[src/rtl/core/mhf_pkg.sv]
package mhf_pkg;

   localparam logic [31:0] CRC_POLY   = 32'hEDB8_8320;
   localparam logic [31:0] CRC_INIT   = 32'hFFFF_FFFF;
   localparam int          MAC_BYTES  = 6;
   localparam int          MAC_WIDTH  = 48;
   localparam int          IDX_WIDTH  = 6;
   localparam int          GRP_WIDTH  = 3;
   localparam int          TBL_WIDTH  = 64;
   localparam int          WORD_WIDTH = 32;
   localparam logic [2:0]  LAST_BYTE  = 3'(MAC_BYTES - 1);

   typedef enum logic [1:0] {
      FRONT_IDLE,
      FRONT_CRC,
      FRONT_PUSH
   } front_state_type;

   typedef struct packed {
      logic                 valid;
      logic [IDX_WIDTH-1:0] bit_index;
   } push_type;

   typedef struct packed {
      logic full;
      logic empty;
   } queue_status_type;

   // One byte of the reflected CRC, eight shift steps.
   function automatic logic [31:0] crc_byte_step(input logic [31:0] crc,
                                                 input logic [7:0]  data);
      logic [31:0] c;
      c = crc ^ {24'h0, data};
      for (int k = 0; k < 8; k++) begin
         c = c[0] ? ((c >> 1) ^ CRC_POLY) : (c >> 1);
      end
      return c;
   endfunction

endpackage

[src/rtl/core/mhf_front.sv]
module mhf_front (
   input  logic                               clock,
   input  logic                               reset,
   input  logic                               start,
   input  logic [mhf_pkg::MAC_WIDTH-1:0]      req_mac_address,
   input  mhf_pkg::queue_status_type          qstat,
   output logic                               busy,
   output mhf_pkg::push_type                  push
);

   mhf_pkg::front_state_type state_ff, state_in;
   logic [mhf_pkg::MAC_WIDTH-1:0] addr_ff, addr_in;
   logic [31:0]                   crc_ff, crc_in;
   logic [2:0]                    cnt_ff, cnt_in;
   logic                          accept;

   assign accept = start && (state_ff == mhf_pkg::FRONT_IDLE);

   always_ff @(posedge clock) begin
      if (reset) begin
         state_ff <= mhf_pkg::FRONT_IDLE;
      end else begin
         state_ff <= state_in;
      end
      addr_ff <= addr_in;
      crc_ff  <= crc_in;
      cnt_ff  <= cnt_in;
   end

   // next state
   always_comb begin
      state_in = state_ff;
      case (state_ff)
         mhf_pkg::FRONT_IDLE: begin
            if (start) state_in = mhf_pkg::FRONT_CRC;
         end
         mhf_pkg::FRONT_CRC: begin
            if (cnt_ff == mhf_pkg::LAST_BYTE) state_in = mhf_pkg::FRONT_PUSH;
         end
         mhf_pkg::FRONT_PUSH: begin
            if (!qstat.full) state_in = mhf_pkg::FRONT_IDLE;
         end
         default: state_in = mhf_pkg::FRONT_IDLE;
      endcase
   end

   // outputs and datapath
   always_comb begin
      addr_in        = addr_ff;
      crc_in         = crc_ff;
      cnt_in         = cnt_ff;
      busy           = 1'b1;
      push.valid     = 1'b0;
      push.bit_index = crc_ff[mhf_pkg::IDX_WIDTH-1:0];
      case (state_ff)
         mhf_pkg::FRONT_IDLE: begin
            busy = 1'b0;
            if (accept) begin
               addr_in = req_mac_address;
               crc_in  = mhf_pkg::CRC_INIT;
               cnt_in  = 3'd0;
            end
         end
         mhf_pkg::FRONT_CRC: begin
            // consume the low byte, first transmitted first
            crc_in  = mhf_pkg::crc_byte_step(crc_ff, addr_ff[7:0]);
            addr_in = addr_ff >> 8;
            cnt_in  = cnt_ff + 3'd1;
         end
         mhf_pkg::FRONT_PUSH: begin
            push.valid = 1'b1;
         end
         default: busy = 1'b1;
      endcase
   end

endmodule

[src/rtl/core/mhf_queue.sv]
module mhf_queue (
   input  logic                              clock,
   input  logic                              reset,
   input  mhf_pkg::push_type                 push,
   input  logic                              pop,
   output logic [mhf_pkg::IDX_WIDTH-1:0]     head_index,
   output mhf_pkg::queue_status_type         qstat
);

   logic [mhf_pkg::IDX_WIDTH-1:0] entries_ff [2];
   logic                          wr_ptr_ff, wr_ptr_in;
   logic                          rd_ptr_ff, rd_ptr_in;
   logic [1:0]                    count_ff, count_in;
   logic                          do_push, do_pop;

   assign qstat.full  = (count_ff == 2'd2);
   assign qstat.empty = (count_ff == 2'd0);
   assign do_push     = push.valid && !qstat.full;
   assign do_pop      = pop && !qstat.empty;
   assign head_index  = entries_ff[rd_ptr_ff];

   always_comb begin
      wr_ptr_in = wr_ptr_ff ^ do_push;
      rd_ptr_in = rd_ptr_ff ^ do_pop;
      count_in  = count_ff + {1'b0, do_push} - {1'b0, do_pop};
   end

   always_ff @(posedge clock) begin
      if (reset) begin
         wr_ptr_ff <= 1'b0;
         rd_ptr_ff <= 1'b0;
         count_ff  <= 2'd0;
      end else begin
         wr_ptr_ff <= wr_ptr_in;
         rd_ptr_ff <= rd_ptr_in;
         count_ff  <= count_in;
      end
      if (do_push) entries_ff[wr_ptr_ff] <= push.bit_index;
   end

endmodule

[src/rtl/core/mhf_back.sv]
module mhf_back (
   input  logic                               clock,
   input  logic                               reset,
   input  logic [mhf_pkg::IDX_WIDTH-1:0]      head_index,
   input  mhf_pkg::queue_status_type          qstat,
   output logic                               pop,
   output logic                               rsp_strobe,
   output logic [mhf_pkg::IDX_WIDTH-1:0]      rsp_bit_index,
   output logic [mhf_pkg::GRP_WIDTH-1:0]      rsp_byte_group,
   output logic [7:0]                         rsp_byte_value,
   output logic [mhf_pkg::WORD_WIDTH-1:0]     rsp_table_low_word,
   output logic [mhf_pkg::WORD_WIDTH-1:0]     rsp_table_high_word
);

   logic [mhf_pkg::TBL_WIDTH-1:0] table_ff, table_in;
   logic                          strobe_ff;
   logic [mhf_pkg::IDX_WIDTH-1:0] index_ff;
   logic [7:0]                    byte_ff, byte_in;
   logic [mhf_pkg::GRP_WIDTH-1:0] grp;

   // results cannot be held off, so drain whenever something is queued
   assign pop = !qstat.empty;
   assign grp = head_index[mhf_pkg::IDX_WIDTH-1 -: mhf_pkg::GRP_WIDTH];

   always_comb begin
      table_in = table_ff;
      if (pop) table_in[head_index] = 1'b1;
      byte_in = table_in[{grp, 3'b000} +: 8];
   end

   always_ff @(posedge clock) begin
      if (reset) begin
         table_ff  <= '0;
         strobe_ff <= 1'b0;
      end else begin
         table_ff  <= table_in;
         strobe_ff <= pop;
      end
      if (pop) begin
         index_ff <= head_index;
         byte_ff  <= byte_in;
      end
   end

   assign rsp_strobe          = strobe_ff;
   assign rsp_bit_index       = index_ff;
   assign rsp_byte_group      = index_ff[mhf_pkg::IDX_WIDTH-1 -: mhf_pkg::GRP_WIDTH];
   assign rsp_byte_value      = byte_ff;
   assign rsp_table_low_word  = table_ff[mhf_pkg::WORD_WIDTH-1:0];
   assign rsp_table_high_word = table_ff[mhf_pkg::TBL_WIDTH-1:mhf_pkg::WORD_WIDTH];

endmodule

[src/rtl/core/multicast_hash_filter_update.sv]
// Multicast hash filter update. Pulse start with a 48-bit MAC address (first
// transmitted byte in bits 7:0) while busy is low; the block forms the
// reflected CRC-32 of the six bytes and sets table bit crc[5:0] in a 64-bit
// hash table that reset clears. Each address gives one result beat, shown
// for exactly one cycle with rsp_strobe, that the receiver cannot stall:
// bit index, byte group, new table byte and both table words after the
// update. The front unit folds in one address byte per cycle and takes no new
// address until the last one is pushed; a two-entry queue parts the CRC unit
// from the table unit, whose registers hold the result beat on the ports.
module multicast_hash_filter_update (
   input  logic                               clock,
   input  logic                               reset,
   input  logic                               start,
   output logic                               busy,
   input  logic [mhf_pkg::MAC_WIDTH-1:0]      req_mac_address,
   output logic                               rsp_strobe,
   output logic [mhf_pkg::IDX_WIDTH-1:0]      rsp_bit_index,
   output logic [mhf_pkg::GRP_WIDTH-1:0]      rsp_byte_group,
   output logic [7:0]                         rsp_byte_value,
   output logic [mhf_pkg::WORD_WIDTH-1:0]     rsp_table_low_word,
   output logic [mhf_pkg::WORD_WIDTH-1:0]     rsp_table_high_word
);

   mhf_pkg::push_type             push;
   mhf_pkg::queue_status_type     qstat;
   logic [mhf_pkg::IDX_WIDTH-1:0] head_index;
   logic                          pop;

   mhf_front u_front (
      .clock           (clock),
      .reset           (reset),
      .start           (start),
      .req_mac_address (req_mac_address),
      .qstat           (qstat),
      .busy            (busy),
      .push            (push)
   );

   mhf_queue u_queue (
      .clock      (clock),
      .reset      (reset),
      .push       (push),
      .pop        (pop),
      .head_index (head_index),
      .qstat      (qstat)
   );

   mhf_back u_back (
      .clock               (clock),
      .reset               (reset),
      .head_index          (head_index),
      .qstat               (qstat),
      .pop                 (pop),
      .rsp_strobe          (rsp_strobe),
      .rsp_bit_index       (rsp_bit_index),
      .rsp_byte_group      (rsp_byte_group),
      .rsp_byte_value      (rsp_byte_value),
      .rsp_table_low_word  (rsp_table_low_word),
      .rsp_table_high_word (rsp_table_high_word)
   );

endmodule

[config.mk]
export PLATFORM = sky130hd
export DESIGN_NAME = multicast_hash_filter_update
export DESIGN_NICKNAME = d
export VERILOG_FILES = /design/src/rtl/core/mhf_pkg.sv /design/src/rtl/core/mhf_front.sv /design/src/rtl/core/mhf_queue.sv /design/src/rtl/core/mhf_back.sv /design/src/rtl/core/multicast_hash_filter_update.sv
export SDC_FILE = /design/constraint.sdc
export NUM_CORES = 1
export LEC_CHECK = 0
export BUFFER_PORTS_ARGS = -buffer_cell sky130_fd_sc_hd__buf_4
export CAP_MARGIN = 20
export CELL_PAD_IN_SITES_DETAIL_PLACEMENT = 0
export CELL_PAD_IN_SITES_GLOBAL_PLACEMENT = 1
export CORE_ASPECT_RATIO = 1.5
export CORE_MARGIN = 4
export CORE_UTILIZATION = 45
export DETAILED_ROUTE_END_ITERATION = 10
export HOLD_SLACK_MARGIN = 0.06
export PLACE_DENSITY_LB_ADDON = 0.05
export SLEW_MARGIN = 20
export SYNTH_ARGS = -nofsm -noshare
export SYNTH_HDL_FRONTEND = slang
export SYNTH_HIERARCHICAL = 1
export SYNTH_SLANG_ARGS = --single-unit
export TNS_END_PERCENT = 10
[constraint.sdc]
create_clock -name clock -period 6.3 [get_ports clock]
set_input_delay 1.26 -clock clock [delete_from_list [all_inputs] [get_ports clock]]
set_output_delay 1.26 -clock clock [all_outputs]
set_load 0.005 [all_outputs]
---- Yosys cells after proc, flatten, opt, wreduce, memory -nomap -nowiden ----
Memories as Yosys holds them, arrays and structs flattened. A register that Yosys moved wholly into a read port is not among the register bits.
Index checks and enable logic that the tools add are counted.
operators by class
  $add $sub $neg .......................... 3
  $lt $le $gt $ge ......................... 2
  equal/unequal tests ..................... 8
  shifts and indexed selects .............. 1
  muxes and demuxes ....................... 26
  bitwise operators ....................... 12
  reduce and logical (&&, ||, !) cells .... 10
operators with widths
  cell                 number
  $mux 32              9
  $not 13->14          8
  $pmux 48 s2          1
  $mux 64              1
  $or 64x64->64        1
  $pmux 32 s2          1
  $shiftx 64x7->8      1
  $mux 48              1
  $xor 32x8->32        1
  $lt 6x7->1 const B   1
  $demux 1 s6          1
  $ge 6x1->1 const B   1
  $mux 1               6
  $mux 2               3
  $pmux 2 s3           1
  $pmux 3 s2           1
  $eq 2x2->1 const B   2
  $logic_not 2->1      2
  $ne 2x1->1 const B   2
  $ne 2x2->1 const B   2
  $add 3x1->3 const B  1
  $eq 3x3->1 const B   1
  $logic_and 1x1->1    3
  $mux 3               1
  8 further kinds      10
storage, ports and cells
  flip-flop bits (word level) ............. 168
  RAM bits ................................ 12
  bits of input ports ..................... 51
  output and inout bits ................... 83
  logic and storage cells ................. 74
  memories ................................ 1
memory list
  memory              words  width  read ports  clocked after Yosys merged registers in  write ports  line             RTL
  u_queue.entries_ff  2      6      1           1                                        1            mhf_queue.sv:10  logic [mhf_pkg::IDX_WIDTH-1:0] entries_ff [2];

---- Depth between registers and ports, before layout ----
  depth in word-level cells ............... 18
  gate-level depth with buffers ........... 9
  depth with buffers taken out ............ 8

---- Hierarchy ----
The synthesis kept the hierarchy.
by module, submodules not included
  module     times used  cells an instance  area an instance (µm²)  seq. area each (µm²)
  mhf_front  1           356                4164.0                  2532.4
  mhf_back   1           327                3321.9                  1721.7
  mhf_queue  1           42                 660.6                   440.4

---- Least setup slack after synthesis ----
OpenSTA, ideal clock, no wires.
  path kind ............................... input port to flip-flop
  from .................................... input start
  to ...................................... register u_front/addr_ff[0] (netlist bit) (enable)
  library setup time ...................... 0.525 ns
  data arrival time ....................... 4.774 ns
  data required time ...................... 5.775 ns
  path slack .............................. 1.001 ns
  cell stages on the path ................. 2
  path buffers ............................ 0
  path through ............................ nor2_1 nor2_1
on the way
  longest elaborated chain between the ends .. 3
RTL lines
  item                        line                                RTL
  from (decl)                 multicast_hash_filter_update.sv:13  input logic start,
  $logic_and 1x1->1           mhf_front.sv:17                     assign accept = start && (state_ff == mhf_pkg::FRONT_IDLE);
  $ne 2x1->1 (no line)        --
  $reduce_and 2->1 (no line)  --
  to (signal assigned)        mhf_front.sv:25                     addr_ff <= addr_in;
  to (decl)                   mhf_front.sv:12                     logic [mhf_pkg::MAC_WIDTH-1:0] addr_ff, addr_in;
No other way between the ends.
A chain may end at the register's enable or synchronous reset.

==> out/summary.txt <==
skew final - 10.1 ps
CTS tree - built
Multi-input gate area - 3130 um^2
Yosys top cell by area - edfxtp_1
vias in the first global route - 5598
largest family of logic cells by synthesized area - simple AND/OR/NAND/NOR gates
Syn Area/Cell - 11.2 um^2
final non-filler cell total - 1056
area of the core - 17900 um^2
clock buffer count from CTS - 17
post-synthesis net count - 782
Primary FF master, synth - edfxtp_1
Final Max Tran Viols - 0
Layout area overhead - 20.0%
critical path data required time - 6480 ps
Power Internal - 0.00257 W
Die H - 173 um
grt total ovfl - 0
Comb pwr share - 28.3%
DRC errors left - 0
Routability Congestion - 0.814
Max-cap violations - 0
CP Class - reg2reg
clk buf depth - 2
status - finished, final reports clean
Initial Util - 45.6%
number of synthesized flops with an enable pin - 109
Synth warnings - 6
initial antenna violation count - 0
post-route setup TNS - 0 ps
post-CTS setup buffers - 0
crit end category - register
register area share after synthesis - 57.6%
Max Freq - 387 MHz
hold buffers post-CTS - 0
synth unique cells - 58
FF+latch area - 4690 um^2
Synth Register Bits - 180
Seq pwr share - 41.3%
CTS resizes - 0
fin crit share - 41.0%
I/O Buffers - 133
Slew headroom - 28.8%
Clock Latency Late Sink - 430 ps
adder-cell share of the synthesized area - 0.922%
global-route usage over all layers - 18.9%
min-delay worst type - reg2reg
io pins - 134
Worst Path Max Fanout - 42
filler cell count - 1610
vias per cell - 5.23
Crit Reg-Reg Endpoint - u_back/rsp_byte_value[0]
switching portion of total power - 29.1%
RSZ-0062 raised after global routing - no
share of layout cells above drive strength 1 - 25.9%
min cycle time layout - 2580 ps
Post-Route WL - 18900 um
Vias - 5522
largest net degree at the start of global routing - 84
Fin. Hold Viols - 0
post-route ant nets - 0
compound-cell area share of the yosys netlist - 7.31%
CTS HTree Levels - 4
CP arrival - 2760 ps
row count - 60
First DRT Iteration DRCs - 472
flop2flop setup slack - 3720 ps
Antenna Cells - 0
nets - 883
peak supply drop - 0.000342 V
CP Launch Type - register
first-pass GRT wire length - 30300 um
Mapped Area - 8150 um^2
xor/xnor share of the synthesized area - 9.38%
leakage power total - 3.95 nW
Slew @ Worst Pin - 1070 ps
Area contributors post-synth - edfxtp_1 (40%), dfxtp_1 (17%), nand2_1 (6.8%)
net switching power figure - 0.00105 W
worst setup path end - u_back/rsp_byte_value[0]
mux cell area share after synthesis - 4.61%
die width - 118 um
detailed placement HPWL - 13400 um
Inst Count DP - 1023
Worst-path clk slew - 70 ps
R2R Path Start - u_queue/rd_ptr_ff
post-synthesis simple-gate area fraction - 16.0%
Setup Viol. Count Final - 0
Critical Path Source - u_queue/rd_ptr_ff
top cell type's share of synthesized area - 40.2%
CTS sink count - 180
FF-to-FF path depth - 4
clock share of power - 30.4%
fraction of registers with async set/reset - 0%
root buffer cell - clkbuf_16
Routed wire per std cell - 17.9 um
Mapped Cells - 725
die area - 20400 um^2
First-pass DRT Iterations - 4
power density cells - 371 nW/um^2
-- layout make-up --
class	instances	area share, %
flip-flops and latches	180	48.0
multi-input cells	483	32.0
well taps	217	2.78
inverters	7	0.269
clock buffers	20	5.00
repair buffers	137	10.5
clock inverters	12	1.41
-- per-layer routing --
metal / GRT usage, % / wire [um] / vias to the layer above
met2: 35.9 / 10800 / 152
li1: - / - / 2682
met3: 4.38 / 772 / 20
met5: 0 / 0 / -
met4: 5.57 / 268 / 0
met1: 20.9 / 7060 / 2668
-- power groups by stage --
stage / Combinational [W] / Clock [W] / Sequential [W]
6_report: 0.00103 / 0.00110 / 0.00150
5_1_grt: 0.00114 / 0.00118 / 0.00151
4_1_cts: 0.00105 / 0.00113 / 0.00150
3_5_place_dp: 0.00104 / 0 / 0.00152
3_3_place_gp: 0.00104 / 0 / 0.00152
2_1_floorplan: 0.000868 / 0 / 0.00151
-- worst min-delay path by stage --
stage,startpoint,to,slack (ps),cells past startpoint
finish,u_back/table_ff[51],u_back/table_ff[51],490,2
detailed placement,u_back/table_ff[34],u_back/table_ff[34],480,2
global route,u_front/addr_ff[27],u_front/addr_ff[19],530,2
floorplan,u_back/table_ff[18],u_back/table_ff[18],470,2
CTS,u_back/table_ff[51],u_back/table_ff[51],500,2
global placement,u_back/table_ff[15],u_back/table_ff[15],470,2
-- cells in the mapped netlist, types with 7 or more instances --
| cell type | n |
|---|---|
| a21oi_1 | 60 |
| a22oi_1 | 9 |
| a31oi_1 | 7 |
| and2_1 | 13 |
| buf_2 | 8 |
| buf_4 | 11 |
| buf_6 | 7 |
| clkbuf_1 | 22 |
| dfxtp_1 | 71 |
| edfxtp_1 | 109 |
| mux2_2 | 15 |
| mux2i_1 | 9 |
| nand2_1 | 147 |
| nor2_1 | 83 |
| nor2b_1 | 9 |
| xnor2_1 | 32 |
| xnor2_2 | 8 |
| xor2_1 | 19 |
-- worst max-delay path, stage by stage (launching register included) --
cell     delay (ps)
dfxtp_1         500
mux2_2          880
mux2_4          350
a221o_1         290
a221o_1         300
-- cells by family (layout without fill, tap and decap cells) --
group / after synthesis / in the layout
AO/OA/AOI/OAI: 99 / 99
XOR/XNOR: 67 / 67
adder cells (fa/ha/maj): 6 / 6
buffers and inverters: 62 / 176
flip-flops: 180 / 180
multiplexers: 32 / 32
AND/OR/NAND/NOR: 279 / 279
-- metrics by stage --
stage	total power, W	utilization [%]	worst slack, ps	area, um^2	hold slack [ps]
2_1_floorplan	0.00238	-	1000	8150	474
3_3_place_gp	0.00256	51.2	3390	9140	471
3_5_place_dp	0.00257	51.2	3250	9140	483
4_1_cts	0.00368	54.7	3210	9770	502
6_report	0.00362	54.7	3720	9780	490
5_1_grt	0.00383	54.7	3540	9780	525
-- cell usage in the layout (no fill, tap or decap), types with 4 or more instances in the layout --
cell	count
buf_4	137
a31oi_1	7
xnor2_2	8
dfxtp_1	71
and2_1	13
nor2_1	82
clkbuf_16	19
mux2i_1	9
a22oi_1	9
and3b_1	4
a21oi_1	60
edfxtp_1	109
ha_1	6
nand2_1	147
inv_1	6
xor2_1	19
o211ai_1	4
mux2_1	5
xnor2_1	32
nor2b_1	8
mux2_2	15
-- state kept, by name, summed over array words and instances (netlist names) --
name	count
u_queue/wr_ptr_ff	1
u_queue/rd_ptr_ff	1
u_front/state_ff	2
u_queue/entries_ff	12
u_back/table_ff	64
u_queue/count_ff	2
u_back/rsp_byte_value	8
u_front/addr_ff	48
u_back/rsp_bit_index	6
u_front/cnt_ff	3
u_front/crc_ff	32
u_back/rsp_strobe	1
(Power assumes the default switching activity.)
